==> config.mk <==
export PLATFORM = sky130hd
export DESIGN_NAME = ride_activity_tracker_flat
export DESIGN_NICKNAME = d
export VERILOG_FILES = /design/src/rat_pkg.sv /design/src/rat_if.sv /design/src/ride_activity_tracker.sv /design/src/flat_wrapper.sv
export SDC_FILE = /design/constraint.sdc
export NUM_CORES = 1
export LEC_CHECK = 0
export ABC_AREA = 1
export BUFFER_PORTS_ARGS = -buffer_cell sky130_fd_sc_hd__clkbuf_2
export CAP_MARGIN = 20
export CORE_MARGIN = 5
export CORE_UTILIZATION = 35
export CTS_CLUSTER_DIAMETER = 60
export DETAILED_ROUTE_END_ITERATION = 16
export PLACE_DENSITY_LB_ADDON = 0.08
export RECOVER_POWER = 50
export SETUP_SLACK_MARGIN = 0.02
export SLEW_MARGIN = 5
export SYNTH_ARGS = -nofsm -noshare
export SYNTH_HDL_FRONTEND = slang
export SYNTH_SLANG_ARGS = --single-unit
export TNS_END_PERCENT = 20
==> constraint.sdc <==
create_clock -name clk -period 4.25 [get_ports clk]
set_clock_uncertainty 0.1 [all_clocks]
set_input_delay 0.425 -clock clk [delete_from_list [all_inputs] [get_ports clk]]
set_output_delay 0.425 -clock clk [all_outputs]
set_load 0.01 [all_outputs]
==> src/rat_pkg.sv <==
// Ride activity tracker package: payload types, ride state codes, event kinds
// and configuration register indexes. No dependencies.
`default_nettype none
package rat_pkg;

  typedef logic [1:0]  kind_t;
  typedef logic [1:0]  ride_state_t;
  typedef logic [15:0] speed_t;
  typedef logic [15:0] count16_t;
  typedef logic [7:0]  count8_t;
  typedef logic [2:0]  cfg_index_t;

  localparam int unsigned CFG_DATA_W = 16;
  localparam int unsigned SUM_W      = 32;

  localparam ride_state_t ST_NOT_STARTED = 2'd0;
  localparam ride_state_t ST_ACTIVE      = 2'd1;
  localparam ride_state_t ST_IDLE        = 2'd2;
  localparam ride_state_t ST_PAUSED      = 2'd3;

  localparam kind_t KIND_TICK  = 2'd0;
  localparam kind_t KIND_START = 2'd1;
  localparam kind_t KIND_PAUSE = 2'd2;
  localparam kind_t KIND_STOP  = 2'd3;

  localparam cfg_index_t CFG_AUTO_START     = 3'd0;
  localparam cfg_index_t CFG_AUTO_PAUSE     = 3'd1;
  localparam cfg_index_t CFG_AUTO_RESUME    = 3'd2;
  localparam cfg_index_t CFG_IDLE_SPEED     = 3'd3;
  localparam cfg_index_t CFG_IDLE_TIMEOUT   = 3'd4;
  localparam cfg_index_t CFG_PAUSE_TIMEOUT  = 3'd5;
  localparam cfg_index_t CFG_RESUME_TIMEOUT = 3'd6;
  localparam cfg_index_t CFG_TOP_DELTA      = 3'd7;

  localparam count16_t DURATION_MAX = 16'hFFFF;

endpackage
`default_nettype wire

==> src/rat_if.sv <==
// Ride activity tracker channel interfaces (input events, result records).
// Depends on rat_pkg.
`default_nettype none
interface rat_in_if;
  logic               valid;
  logic               ready;
  rat_pkg::kind_t     kind;
  rat_pkg::speed_t    speed;
  logic               speed_valid;

  modport source (output valid, kind, speed, speed_valid, input ready);
  modport sink   (input valid, kind, speed, speed_valid, output ready);
endinterface

interface rat_out_if;
  logic                  valid;
  logic                  ready;
  rat_pkg::ride_state_t  ride_state;
  rat_pkg::count16_t     duration;
  rat_pkg::speed_t       average_speed;
  rat_pkg::speed_t       top_speed;
  logic                  distance_reset;
  logic                  log_push;

  modport source (output valid, ride_state, duration, average_speed, top_speed,
                  distance_reset, log_push, input ready);
  modport sink   (input valid, ride_state, duration, average_speed, top_speed,
                  distance_reset, log_push, output ready);
endinterface
`default_nettype wire

==> src/ride_activity_tracker.sv <==
// Ride activity tracker top level: ride state machine, serial divider for the
// average speed and serial window scan for top speed. Depends on rat_pkg, rat_if.
//
// Channel   Dir  Handshake        Payload
// in_ch     in   valid/ready      kind, speed, speed_valid
// out_ch    out  valid/ready      ride_state, duration, average_speed, top_speed,
//                                 distance_reset, log_push
// cfg_*     in   cfg_we only      cfg_index, cfg_data
//
// A counted tick runs 32 restoring divide steps of the 32-bit speed sum by the
// duration, with the window scan (one entry a cycle) alongside, after the accept
// step and before the finish and output load steps; events and uncounted ticks
// go straight to output load. One item at a time; in_ch.ready is low while an
// item is in work. The result register frees the input side while a result
// waits; a stalled out_ch holds the next result in the done state. Synchronous
// active-low reset clears configuration, ride and control state, not datapath.
`default_nettype none
module ride_activity_tracker #(
  parameter int unsigned WINDOW_LEN = 8
) (
  input  wire logic                              clk,
  input  wire logic                              rst_n,
  rat_in_if.sink                                 in_ch,
  rat_out_if.source                              out_ch,
  input  wire logic                              cfg_we,
  input  wire rat_pkg::cfg_index_t               cfg_index,
  input  wire logic [rat_pkg::CFG_DATA_W-1:0]    cfg_data
);

  localparam int unsigned IDXW  = (WINDOW_LEN > 1) ? $clog2(WINDOW_LEN) : 1;
  localparam int unsigned CNTW  = $clog2(rat_pkg::SUM_W);
  localparam logic [CNTW-1:0] CNT_LAST = CNTW'(rat_pkg::SUM_W - 1);

  localparam logic [1:0] S_IDLE = 2'd0;
  localparam logic [1:0] S_RUN  = 2'd1;
  localparam logic [1:0] S_FIN  = 2'd2;
  localparam logic [1:0] S_DONE = 2'd3;

  // configuration
  logic                  auto_start_r, auto_pause_r, auto_resume_r;
  rat_pkg::speed_t       idle_speed_r, top_delta_r;
  rat_pkg::count8_t      idle_timeout_r, pause_timeout_r, resume_timeout_r;

  // ride state
  rat_pkg::ride_state_t  status_r, status_nxt;
  rat_pkg::count16_t     tick_r, tick_nxt;
  logic [rat_pkg::SUM_W-1:0] sum_r, sum_nxt;
  rat_pkg::speed_t       avg_r, avg_nxt;
  rat_pkg::speed_t       top_r, top_nxt;
  rat_pkg::speed_t       win_r [WINDOW_LEN];
  rat_pkg::speed_t       win_nxt [WINDOW_LEN];
  rat_pkg::count8_t      idle_cnt_r, idle_cnt_nxt;
  rat_pkg::count8_t      pause_cnt_r, pause_cnt_nxt;
  logic                  dist_r, dist_nxt;
  logic                  log_r, log_nxt;
  logic                  run_nxt;
  rat_pkg::speed_t       evict_nxt;

  // sequencer and shared units
  logic [1:0]            seq_r;
  logic [CNTW-1:0]       cnt_r;
  logic [rat_pkg::SUM_W-1:0] dvd_r;
  rat_pkg::speed_t       rem_r;
  rat_pkg::speed_t       quo_r;
  rat_pkg::speed_t       hi_r, lo_r;

  // output register
  logic                  out_valid_r;
  rat_pkg::ride_state_t  o_state_r;
  rat_pkg::count16_t     o_dur_r;
  rat_pkg::speed_t       o_avg_r, o_top_r;
  logic                  o_dist_r, o_log_r;

  logic                  in_xfer, out_xfer, out_load;
  logic [16:0]           rem_sh, rem_sub;
  logic                  q_bit;
  logic                  scan_en;
  rat_pkg::speed_t       win_sel;
  logic [16:0]           spread;

  assign in_ch.ready = (seq_r == S_IDLE);
  assign in_xfer     = in_ch.valid && in_ch.ready;
  assign out_xfer    = out_valid_r && out_ch.ready;
  assign out_load    = (seq_r == S_DONE) && (!out_valid_r || out_ch.ready);

  assign out_ch.valid          = out_valid_r;
  assign out_ch.ride_state     = o_state_r;
  assign out_ch.duration       = o_dur_r;
  assign out_ch.average_speed  = o_avg_r;
  assign out_ch.top_speed      = o_top_r;
  assign out_ch.distance_reset = o_dist_r;
  assign out_ch.log_push       = o_log_r;

  // divide step
  assign rem_sh  = {1'b0, rem_r[14:0], dvd_r[rat_pkg::SUM_W-1]} | {rem_r[15], 16'd0};
  assign rem_sub = rem_sh - {1'b0, tick_r};
  assign q_bit   = (rem_sh >= {1'b0, tick_r});

  // scan step
  assign scan_en = ({1'b0, cnt_r} < (CNTW+1)'(WINDOW_LEN));
  assign win_sel = win_r[cnt_r[IDXW-1:0]];
  assign spread  = {1'b0, hi_r} - {1'b0, lo_r};

  // item decode, applied at the input transfer
  always_comb begin
    rat_pkg::speed_t   spd;
    logic              sval;
    logic              fresh;
    status_nxt    = status_r;
    tick_nxt      = tick_r;
    sum_nxt       = sum_r;
    avg_nxt       = avg_r;
    top_nxt       = top_r;
    idle_cnt_nxt  = idle_cnt_r;
    pause_cnt_nxt = pause_cnt_r;
    dist_nxt      = 1'b0;
    log_nxt       = 1'b0;
    run_nxt       = 1'b0;
    fresh         = 1'b0;
    spd           = in_ch.speed;
    sval          = in_ch.speed_valid;
    for (int i = 0; i < WINDOW_LEN; i++) win_nxt[i] = win_r[i];
    evict_nxt     = win_r[0];

    case (in_ch.kind)
      rat_pkg::KIND_TICK: begin
        if (status_r == rat_pkg::ST_NOT_STARTED && auto_start_r &&
            spd >= idle_speed_r && sval) begin
          fresh = 1'b1;
        end
        if (fresh) begin
          status_nxt = rat_pkg::ST_ACTIVE;
          tick_nxt   = '0;
          sum_nxt    = '0;
          avg_nxt    = '0;
          top_nxt    = '0;
          dist_nxt   = 1'b1;
          for (int i = 0; i < WINDOW_LEN; i++) win_nxt[i] = '0;
          evict_nxt  = '0;
        end
        if (status_nxt == rat_pkg::ST_ACTIVE || status_nxt == rat_pkg::ST_IDLE) begin
          if (tick_nxt < rat_pkg::DURATION_MAX) begin
            run_nxt  = 1'b1;
            tick_nxt = tick_nxt + 16'd1;
            sum_nxt  = sum_nxt + {16'd0, spd};
            for (int i = 0; i < WINDOW_LEN - 1; i++) win_nxt[i] = win_nxt[i+1];
            win_nxt[WINDOW_LEN-1] = spd;
            if (sval) begin
              if (spd < idle_speed_r && status_nxt == rat_pkg::ST_ACTIVE) begin
                idle_cnt_nxt = idle_cnt_nxt + 8'd1;
              end else if (spd >= idle_speed_r) begin
                status_nxt   = rat_pkg::ST_ACTIVE;
                idle_cnt_nxt = '0;
              end
              if (idle_cnt_nxt >= idle_timeout_r) status_nxt = rat_pkg::ST_IDLE;
            end
            if (status_nxt == rat_pkg::ST_IDLE && auto_pause_r) begin
              pause_cnt_nxt = pause_cnt_nxt + 8'd1;
              if (pause_cnt_nxt >= pause_timeout_r) status_nxt = rat_pkg::ST_PAUSED;
            end else begin
              pause_cnt_nxt = '0;
            end
          end else begin
            status_nxt = rat_pkg::ST_PAUSED;
          end
        end else if (status_nxt == rat_pkg::ST_PAUSED) begin
          if (spd >= idle_speed_r && auto_resume_r) begin
            pause_cnt_nxt = pause_cnt_nxt + 8'd1;
            if (pause_cnt_nxt >= resume_timeout_r) begin
              idle_cnt_nxt  = '0;
              pause_cnt_nxt = '0;
              status_nxt    = rat_pkg::ST_ACTIVE;
            end
          end else begin
            pause_cnt_nxt = '0;
          end
        end
      end
      rat_pkg::KIND_START: begin
        if (status_r == rat_pkg::ST_NOT_STARTED) begin
          status_nxt = rat_pkg::ST_ACTIVE;
          tick_nxt   = '0;
          sum_nxt    = '0;
          avg_nxt    = '0;
          top_nxt    = '0;
          dist_nxt   = 1'b1;
          for (int i = 0; i < WINDOW_LEN; i++) win_nxt[i] = '0;
        end else if (status_r == rat_pkg::ST_PAUSED) begin
          idle_cnt_nxt  = '0;
          pause_cnt_nxt = '0;
          status_nxt    = rat_pkg::ST_ACTIVE;
        end
      end
      rat_pkg::KIND_PAUSE: begin
        if (status_r == rat_pkg::ST_ACTIVE || status_r == rat_pkg::ST_IDLE) begin
          status_nxt = rat_pkg::ST_PAUSED;
        end
      end
      default: begin
        if (status_r != rat_pkg::ST_NOT_STARTED) begin
          log_nxt    = 1'b1;
          status_nxt = rat_pkg::ST_NOT_STARTED;
        end
      end
    endcase
  end

  always_ff @(posedge clk) begin
    if (!rst_n) begin
      auto_start_r     <= 1'b0;
      auto_pause_r     <= 1'b0;
      auto_resume_r    <= 1'b0;
      idle_speed_r     <= '0;
      idle_timeout_r   <= '0;
      pause_timeout_r  <= '0;
      resume_timeout_r <= '0;
      top_delta_r      <= '0;
    end else if (cfg_we) begin
      case (cfg_index)
        rat_pkg::CFG_AUTO_START:     auto_start_r     <= cfg_data[0];
        rat_pkg::CFG_AUTO_PAUSE:     auto_pause_r     <= cfg_data[0];
        rat_pkg::CFG_AUTO_RESUME:    auto_resume_r    <= cfg_data[0];
        rat_pkg::CFG_IDLE_SPEED:     idle_speed_r     <= cfg_data[15:0];
        rat_pkg::CFG_IDLE_TIMEOUT:   idle_timeout_r   <= cfg_data[7:0];
        rat_pkg::CFG_PAUSE_TIMEOUT:  pause_timeout_r  <= cfg_data[7:0];
        rat_pkg::CFG_RESUME_TIMEOUT: resume_timeout_r <= cfg_data[7:0];
        rat_pkg::CFG_TOP_DELTA:      top_delta_r      <= cfg_data[15:0];
        default: ;
      endcase
    end
  end

  always_ff @(posedge clk) begin
    if (!rst_n) begin
      seq_r       <= S_IDLE;
      cnt_r       <= '0;
      status_r    <= rat_pkg::ST_NOT_STARTED;
      tick_r      <= '0;
      sum_r       <= '0;
      avg_r       <= '0;
      top_r       <= '0;
      idle_cnt_r  <= '0;
      pause_cnt_r <= '0;
      dist_r      <= 1'b0;
      log_r       <= 1'b0;
      out_valid_r <= 1'b0;
      for (int i = 0; i < WINDOW_LEN; i++) win_r[i] <= '0;
    end else begin
      if (out_load) begin
        out_valid_r <= 1'b1;
      end else if (out_xfer) begin
        out_valid_r <= 1'b0;
      end
      case (seq_r)
        S_IDLE: begin
          if (in_xfer) begin
            status_r    <= status_nxt;
            tick_r      <= tick_nxt;
            sum_r       <= sum_nxt;
            avg_r       <= avg_nxt;
            top_r       <= top_nxt;
            idle_cnt_r  <= idle_cnt_nxt;
            pause_cnt_r <= pause_cnt_nxt;
            dist_r      <= dist_nxt;
            log_r       <= log_nxt;
            for (int i = 0; i < WINDOW_LEN; i++) win_r[i] <= win_nxt[i];
            cnt_r       <= '0;
            seq_r       <= run_nxt ? S_RUN : S_DONE;
          end
        end
        S_RUN: begin
          cnt_r <= cnt_r + 1'b1;
          if (cnt_r == CNT_LAST) seq_r <= S_FIN;
        end
        S_FIN: begin
          avg_r <= quo_r;
          if (spread <= {1'b0, top_delta_r} && hi_r > top_r) top_r <= hi_r;
          seq_r <= S_DONE;
        end
        S_DONE: begin
          if (out_load) seq_r <= S_IDLE;
        end
        default: seq_r <= S_IDLE;
      endcase
    end
  end

  // datapath registers of the divider and scan
  always_ff @(posedge clk) begin
    if (seq_r == S_IDLE) begin
      dvd_r <= sum_nxt;
      rem_r <= '0;
      quo_r <= '0;
      hi_r  <= evict_nxt;
      lo_r  <= evict_nxt;
    end else if (seq_r == S_RUN) begin
      dvd_r <= {dvd_r[rat_pkg::SUM_W-2:0], 1'b0};
      rem_r <= q_bit ? rem_sub[15:0] : rem_sh[15:0];
      quo_r <= {quo_r[14:0], q_bit};
      if (scan_en) begin
        if (win_sel > hi_r) hi_r <= win_sel;
        if (win_sel < lo_r) lo_r <= win_sel;
      end
    end
  end

  always_ff @(posedge clk) begin
    if (out_load) begin
      o_state_r <= status_r;
      o_dur_r   <= tick_r;
      o_avg_r   <= avg_r;
      o_top_r   <= top_r;
      o_dist_r  <= dist_r;
      o_log_r   <= log_r;
    end
  end

  a_no_accept_after_xfer: assert property (@(posedge clk) disable iff (!rst_n)
    in_xfer |=> !in_ch.ready)
    else $error("input accepted while an item is in work");

  a_divisor_nonzero: assert property (@(posedge clk) disable iff (!rst_n)
    (seq_r == S_RUN) |-> (tick_r != '0))
    else $error("divide step with zero duration");

  a_pulses_exclusive: assert property (@(posedge clk) disable iff (!rst_n)
    out_valid_r |-> !(o_dist_r && o_log_r))
    else $error("distance reset and log push in one result");

  a_log_ends_ride: assert property (@(posedge clk) disable iff (!rst_n)
    (out_valid_r && o_log_r) |-> (o_state_r == rat_pkg::ST_NOT_STARTED))
    else $error("log push with ride still running");

  a_run_reaches_fin: assert property (@(posedge clk) disable iff (!rst_n)
    (seq_r == S_RUN && cnt_r == CNT_LAST) |=> (seq_r == S_FIN))
    else $error("divide sequence did not finish");

endmodule
`default_nettype wire
==> src/flat_wrapper.sv <==
// flat-port wrapper written by rule: the top's interface ports become plain ports
module ride_activity_tracker_flat 
#(
  parameter int unsigned WINDOW_LEN = 8
)
  (clk, rst_n, cfg_we, cfg_index, cfg_data, in_ch_valid, in_ch_kind, in_ch_speed, in_ch_speed_valid, in_ch_ready, out_ch_valid, out_ch_ride_state, out_ch_duration, out_ch_average_speed, out_ch_top_speed, out_ch_distance_reset, out_ch_log_push, out_ch_ready);
  rat_in_if in_ch_i ();
  rat_out_if out_ch_i ();
  input  wire logic clk;
  input  wire logic rst_n;
  input  wire logic cfg_we;
  input  wire rat_pkg::cfg_index_t cfg_index;
  input  wire logic [rat_pkg::CFG_DATA_W-1:0] cfg_data;
  input wire logic [$bits(in_ch_i.valid)-1:0] in_ch_valid;
  input wire logic [$bits(in_ch_i.kind)-1:0] in_ch_kind;
  input wire logic [$bits(in_ch_i.speed)-1:0] in_ch_speed;
  input wire logic [$bits(in_ch_i.speed_valid)-1:0] in_ch_speed_valid;
  output wire logic [$bits(in_ch_i.ready)-1:0] in_ch_ready;
  output wire logic [$bits(out_ch_i.valid)-1:0] out_ch_valid;
  output wire logic [$bits(out_ch_i.ride_state)-1:0] out_ch_ride_state;
  output wire logic [$bits(out_ch_i.duration)-1:0] out_ch_duration;
  output wire logic [$bits(out_ch_i.average_speed)-1:0] out_ch_average_speed;
  output wire logic [$bits(out_ch_i.top_speed)-1:0] out_ch_top_speed;
  output wire logic [$bits(out_ch_i.distance_reset)-1:0] out_ch_distance_reset;
  output wire logic [$bits(out_ch_i.log_push)-1:0] out_ch_log_push;
  input wire logic [$bits(out_ch_i.ready)-1:0] out_ch_ready;
  assign in_ch_i.valid = in_ch_valid;
  assign in_ch_i.kind = in_ch_kind;
  assign in_ch_i.speed = in_ch_speed;
  assign in_ch_i.speed_valid = in_ch_speed_valid;
  assign in_ch_ready = in_ch_i.ready;
  assign out_ch_valid = out_ch_i.valid;
  assign out_ch_ride_state = out_ch_i.ride_state;
  assign out_ch_duration = out_ch_i.duration;
  assign out_ch_average_speed = out_ch_i.average_speed;
  assign out_ch_top_speed = out_ch_i.top_speed;
  assign out_ch_distance_reset = out_ch_i.distance_reset;
  assign out_ch_log_push = out_ch_i.log_push;
  assign out_ch_i.ready = out_ch_ready;
  ride_activity_tracker #(.WINDOW_LEN(WINDOW_LEN)) u_core (.clk(clk), .rst_n(rst_n), .in_ch(in_ch_i), .out_ch(out_ch_i), .cfg_we(cfg_we), .cfg_index(cfg_index), .cfg_data(cfg_data));
endmodule
==> results of run 1 <==
==> flip-flops by register name, summed over array words and instances (netlist names), 16 cells and up, named ones only <==
register / cells
u_core.win_r: 128
u_core.dvd_r: 32
u_core.sum_r: 32
u_core.avg_r: 16
u_core.hi_r: 16
u_core.idle_speed_r: 16
u_core.lo_r: 16
u_core.out_ch.average_speed: 16
u_core.out_ch.duration: 16
u_core.out_ch.top_speed: 16
u_core.quo_r: 16
u_core.rem_r: 16
u_core.tick_r: 16
u_core.top_delta_r: 16
u_core.top_r: 16
==> cells in the final DEF (no fill, tap or decap), drive strengths merged, types with 4 or more instances in the layout <==
cell,n
a211oi,11
a21boi,4
a21oi,336
a31oi,33
buf,163
bufinv,6
clkbuf,179
clkinv,20
clkinvlp,5
dfxtp,202
edfxtp,244
ha,168
inv,448
nand2,481
nand3,130
nand3b,5
nand4,24
nor2,555
nor3,26
nor4,4
o2111ai,4
o211ai,5
o21ai,385
o21bai,6
o22ai,43
o31ai,4
xnor2,23
xor2,31
==> kinds of logic (layout without fill, tap and decap cells) <==
| group | Yosys count | after routing | share of synthesized area (%) |
|---|---|---|---|
| simple gates | 1230 | 1230 | 19.4 |
| compound gates | 842 | 842 | 17.2 |
| buf+inv | 614 | 821 | 9.38 |
| flops | 446 | 446 | 43.9 |
| fa+ha+maj | 171 | 171 | 8.34 |
| xor+xnor | 54 | 54 | 1.82 |
| other cells | 0 | 3 | 0 |
==> cells in the mapped netlist, drive strengths merged (31+ instances only) <==
cell type  count  share of area [%]
edfxtp       244                 28
nand2        481                7.1
a21oi        336                6.5
xor2          31                1.0
buf           62                1.4
o21ai        385                7.4
ha           168                8.1
nor2         555                8.1
clkbuf       104                1.5
a31oi         33               0.82
nand3        130                2.7
dfxtp        202                 16
inv          444                6.4
o22ai         43                1.0
==> cell type report <==
| type | instances | area (um^2) |
|---|---|---|
| Antenna cell | 3 | 7.51 |
| Clock buffer | 80 | 1720 |
| Clock inverter | 31 | 385 |
| Fill cell | 7472 | 42200 |
| Inverter | 448 | 1710 |
| Multi-Input combinational cell | 2297 | 12600 |
| Sequential cell | 446 | 11400 |
| Tap cell | 959 | 1200 |
| Timing Repair Buffer | 262 | 1950 |
==> how the worst max path moves through the flow <==
stage,to
3_3_place_gp,u_core.pause_cnt_r[7]
5_1_grt,u_core.status_r[0]
6_report,u_core.status_r[0]
2_1_floorplan,u_core.pause_cnt_r[7]
3_5_place_dp,u_core.pause_cnt_r[6]
4_1_cts,u_core.pause_cnt_r[3]
==> power groups by stage <==
stage	sequential (mW)	clock, mW	combinational [mW]
finish	6.29	5.29	9.13
global route	6.40	5.64	10.5
CTS	6.29	5.45	9.09
detailed placement	6.37	0	9.01
global placement	6.35	0	8.89
floorplan	6.25	0	6.35
==> metrics by stage <==
step	instances	hold slack [ns]	area [um^2]	power, mW	setup slack, ns
final	4526	0.0780	31000	20.7	-0.0279
after global routing	4524	0.0624	31000	22.5	-0.285
after CTS	4512	0.0154	30500	20.8	-0.0698
after detailed placement	4396	0.308	28200	15.4	-0.506
after global placement	4396	0.312	28200	15.2	-0.443
after floorplan	3357	0.303	25900	12.6	0.139
==> layer usage <==
| layer | GRT usage [%] | wire length (um) | up-vias | part of all wire [%] |
|---|---|---|---|---|
| met3 | 3.06 | 3990 | 98 | 5.1 |
| met5 | 0 | 0 | - | 0 |
| met2 | 29.4 | 33700 | 449 | 43 |
| met1 | 28.2 | 38700 | 10700 | 50 |
| li1 | - | - | 11500 | - |
| met4 | 4.66 | 1680 | 0 | 2.2 |
==> timing repair <==
item,CTS,global route
pin swaps,35,42
buffers inserted,5,9
resized for setup,47,91
gates cloned,0,2
endpoints found under the setup margin,42,141
==> tightest hold or removal path, cell delays in order <==
cell and delay, ns:
clkbuf_2 0.14, nor2_1 0.07, nand3_1 0.06, a21oi_1 0.06
==> impl_metrics.py, run 1 <==
metrics = {
    "status": {
        "status": "finished with violations",
        "failed_checks": "negative setup slack",
    },
    "timing": {
        "max_freq_mhz": 234,
        "rsz0062_at_grt": "true",
        "drv_slew": 0,
        "slew_headroom_pct": 31.2,
        "tightest_slew_ns": 1.03,
        "finalSetupTns_ns": -0.0279,
        "period_share_pct": 101,
        "final_hold_viol_count": 0,
        "finalCriticalPeriod_ns": 4.28,
        "setup_slack_ns": -0.0279,
        "setup_viol": 1,
    },
    "clocking": {
        "cts-buffers-inserted": 59,
        "cts.path.max_buffers": 3,
        "hold_buffers": 0,
        "cts_tree": "done",
        "clock_latency_ns": 0.63,
        "path_clk_slew_ns": 0.06,
        "cts_htree_levels": 2,
        "clkSinkCount": 446,
        "root_buffer": "clkbuf_16",
    },
    "route": {
        "finalWirelength_um": 78100,
        "vias": 22800,
        "wire_per_inst_um": 17.2,
        "drt-pass1-iter-count": 5,
        "ant_nets": 0,
        "drc": 0,
        "vias_per_cell": 5.03,
        "first_iter_violations": 1543,
    },
    "setup_path": {
        "crit_type": "reg -> reg",
        "worst_path_dominant_cell_family": "simple AND/OR/NAND/NOR gates",
        "worst-path-buf-inv": 7,
        "startpoint": "u_core.idle_speed_r[13]",
        "r2r_slack_ns": -0.03,
        "r2r_start": "u_core.idle_speed_r[13]",
        "cpPeakStageDelay_ns": 0.35,
        "endpoint_kind": "flop",
        "rr_worst_depth": 35,
        "cp_data_required_time_ns": 4.70,
        "r2r_end": "u_core.status_r[0]",
        "slowest_stage": "dfxtp_2",
        "path_common_cell": "nand2_1",
        "critical_path_peak_fanout": 5,
        "critical_path_depth": 35,
        "crit_path_start_kind": "flop",
        "worstPathArrival_ns": 4.73,
    },
    "final_layout": {
        "fin_util_pct": 42.3,
        "syn_to_final_growth_pct": 19.5,
        "nNetsFinal": 3728,
        "layout-drive-gt1-share_pct": 14.0,
    },
    "synthesis": {
        "syn_nets": 3571,
        "synth-edff-count": 244,
        "ys_types": 61,
        "synth_seq_cells": 446,
        "synth_ff_type": "edfxtp_1",
        "ys_seq_area_share_pct": 43.9,
        "syn-cell-area_mm2": 0.0259,
        "synthesis.instances": 3357,
        "avgSynthCellArea_um2": 7.72,
        "yosys_warnings": 0,
        "async_flop_share_pct": 0,
    },
    "place": {
        "port_buffers": 96,
        "gp_congestion": 0.845,
        "hpwl_um": 55200,
    },
    "global_routing": {
        "track_usage_pct": 19.1,
        "antenna_found_initial": 4,
        "grt_max_degree": 103,
        "gr-total-overflow": 0,
        "grt_pass1_vias": 22000,
        "grt_pass1_wl_um": 123000,
    },
    "floorplanning": {
        "die_area_mm2": 0.0796,
        "die-width_um": 282,
        "initial_core_util_pct": 35.4,
        "rows": 99,
        "die_h_um": 282,
        "core_area_mm2": 0.0732,
        "ios": 97,
    },
    "flow_run": {
        "max_cap_violations": 0,
    },
    "worst_hold_path": {
        "hp-class": "in -> reg",
        "worstHoldStart": "cfg_index[1]",
        "holdPathEnd": "u_core.auto_pause_r",
        "min_path_cells": 4,
    },
    "power_and_ir_drop": {
        "p_int_mw": 12.3,
        "pwr-share-comb_pct": 44.1,
        "leakage_nw": 12.9,
        "peakVddDrop_mv": 0.332,
        "seq_power_share_pct": 30.4,
        "swShare_pct": 40.6,
        "pwr-share-clk_pct": 25.6,
        "p_per_area_mw_per_mm2": 668,
        "p_switching_mw": 8.40,
    },
}
Note: power is estimated with default switching activity, not from simulation.
==> run 2: changes to the inputs <==
==> constraint.sdc (replaced) <==
create_clock -name clk -period 4.1 [get_ports clk]
set_clock_uncertainty 0.1 [all_clocks]
set_input_delay 0.41 -clock clk [delete_from_list [all_inputs] [get_ports clk]]
set_output_delay 0.41 -clock clk [all_outputs]
set_load 0.01 [all_outputs]
==> impl_metrics.py, run 2 (synthesis results as in run 1) <==
metrics = {
    "status": {
        "status": "finished with violations",
        "failed_checks": "negative setup slack",
    },
    "route": {
        "vias": 23000,
        "ant_nets": 0,
        "first_iter_violations": 1403,
        "drc": 0,
        "drt-pass1-iter-count": 5,
        "vias_per_cell": 5.02,
        "wire_per_inst_um": 17.2,
        "finalWirelength_um": 78800,
    },
    "clocking": {
        "cts-buffers-inserted": 59,
        "clock_latency_ns": 0.64,
        "cts.path.max_buffers": 3,
        "root_buffer": "clkbuf_16",
        "cts_htree_levels": 2,
        "clkSinkCount": 446,
        "cts_tree": "done",
        "path_clk_slew_ns": 0.06,
    },
    "timing": {
        "slew_headroom_pct": 5.88,
        "setup_viol": 5,
        "max_freq_mhz": 240,
        "final_hold_viol_count": 0,
        "setup_slack_ns": -0.0632,
        "drv_slew": 0,
        "finalSetupTns_ns": -0.173,
        "rsz0062_at_grt": "true",
        "holdWs_ns": 0.0286,
        "period_share_pct": 102,
        "tightest_slew_ns": 1.41,
        "finalCriticalPeriod_ns": 4.16,
    },
    "place": {
        "port_buffers": 96,
        "hpwl_um": 55600,
        "gp_congestion": 0.841,
        "postPlaceCellArea_mm2": 0.0284,
        "place_ws_ns": -0.676,
        "dp_cells": 4427,
    },
    "global_routing": {
        "use_met2_pct": 30.2,
        "grt_max_degree": 103,
        "gr-total-overflow": 0,
        "use_met1_pct": 28.2,
        "track_usage_pct": 19.1,
        "grt_pass1_vias": 22000,
        "antenna_found_initial": 2,
        "grt_pass1_wl_um": 123000,
        "grtUsageMet3_pct": 2.31,
        "grt-busiest-layer": "met2",
    },
    "final_layout": {
        "final_cell_mix": "nor2_1, nand2_1, inv_1, o21ai_0, a21oi_1",
        "fin_util_pct": 43.1,
        "stdcell_area_mm2": 0.0315,
        "largest_register_ff_count": 128,
        "max_flop_register": "u_core.win_r",
        "final_common_cell": "nor2_1",
        "nNetsFinal": 3795,
        "layout-drive-gt1-share_pct": 15.2,
        "reg_top3": "u_core.win_r (128), u_core.dvd_r (32), u_core.sum_r (32)",
        "syn_to_final_growth_pct": 21.6,
        "instances_no_fill": 4592,
    },
    "setup_path": {
        "crit_path_start_kind": "flop",
        "rr_worst_depth": 30,
        "critical_path_depth": 30,
        "worstPathArrival_ns": 4.58,
        "worst-path-buf-inv": 15,
        "r2r_slack_ns": -0.06,
        "r2r_start": "u_core.idle_speed_r[13]",
        "worst_path_dominant_cell_family": "buffers and inverters",
        "cpPeakStageDelay_ns": 0.33,
        "crit_type": "reg -> reg",
        "endpoint": "u_core.idle_cnt_r[3]",
        "r2r_end": "u_core.idle_cnt_r[3]",
        "critical_path_peak_fanout": 8,
        "slowest_stage": "dfxtp_1",
        "path_common_cell": "buf_4",
        "startpoint": "u_core.idle_speed_r[13]",
        "cp_data_required_time_ns": 4.52,
        "endpoint_kind": "flop",
    },
    "power_and_ir_drop": {
        "peakVddDrop_mv": 0.354,
        "p_int_mw": 12.7,
        "p_switching_mw": 8.75,
        "power_mw": 21.5,
        "p_per_area_mw_per_mm2": 682,
        "pwr-share-comb_pct": 44.9,
        "swShare_pct": 40.7,
        "seq_power_share_pct": 30.3,
        "leakage_nw": 13.1,
        "pwr-share-clk_pct": 24.8,
    },
    "floorplanning": {
        "die-width_um": 282,
        "rows": 99,
        "core_area_mm2": 0.0732,
        "ios": 97,
        "die_h_um": 282,
        "initial_core_util_pct": 35.4,
        "die_area_mm2": 0.0796,
    },
    "worst_hold_path": {
        "hp-class": "in -> reg",
    },
    "flow_run": {
        "max_cap_violations": 0,
    },
}
-- run 2: cell count changes in the layout (fill, tap and decap cells not counted), moves of 6 or more --
cell,delta
buf_4,+55
clkbuf_1,+54
clkbuf_2,-50
nor2_1,-15
nor2_2,+13
nand3_1,-11
nand3_2,+11
clkinv_1,+7
inv_2,+7
nand2_1,-6
-- run 2: what timing repair did --
action,4_1_cts,5_1_grt
buffers inserted,24,26
hold buffers,0,0
gates cloned,0,4
pin swaps,35,62
resized for setup,65,132
endpoints found under the setup margin,50,222
-- run 2: power by group through the flow --
stage	combinational [mW]	sequential [mW]	clock [mW]
floorplan	6.58	6.48	0
global placement	9.25	6.58	0
detailed placement	9.42	6.60	0
CTS	9.52	6.52	5.49
global route	11.0	6.62	5.70
finish	9.65	6.51	5.33
-- run 2: cell type report --
class	count	area, um^2
inverters	448	1700
diodes	1	2.50
clock buffers	72	1590
fillers	7428	41700
clock inverters	40	439
well taps	959	1200
multi-input cells	2298	12800
repair buffers	328	2390
flip-flops and latches	446	11400
-- run 2: worst reg2reg max path: cells and delay by family (launching register included) --
family | cells | cell delay [ns]
compound gates | 7 | 0.85
fa+ha+maj | 2 | 0.40
buf+inv | 15 | 1.70
flops | 1 | 0.33
simple gates | 6 | 0.67
-- run 2: routing by layer --
metal | up-vias | part of all wire (%)
met4 | 0 | 1.8
met2 | 484 | 44
met5 | - | 0
li1 | 11700 | -
met1 | 10800 | 49
met3 | 94 | 4.8
-- run 2: worst min-delay path by stage --
stage                           from                         endpoint  slack [ns]  cells after the start
floorplan            u_core.avg_r[0]   u_core.out_ch.average_speed[0]        0.30                      0
global placement    u_core.avg_r[11]  u_core.out_ch.average_speed[11]        0.31                      0
detailed placement   u_core.avg_r[6]   u_core.out_ch.average_speed[6]        0.31                      0
CTS                     cfg_index[0]             u_core.auto_resume_r       0.002                      4
global route            out_ch_ready              u_core.out_ch.valid        0.03                      4
finish                  out_ch_ready              u_core.out_ch.valid        0.03                      4
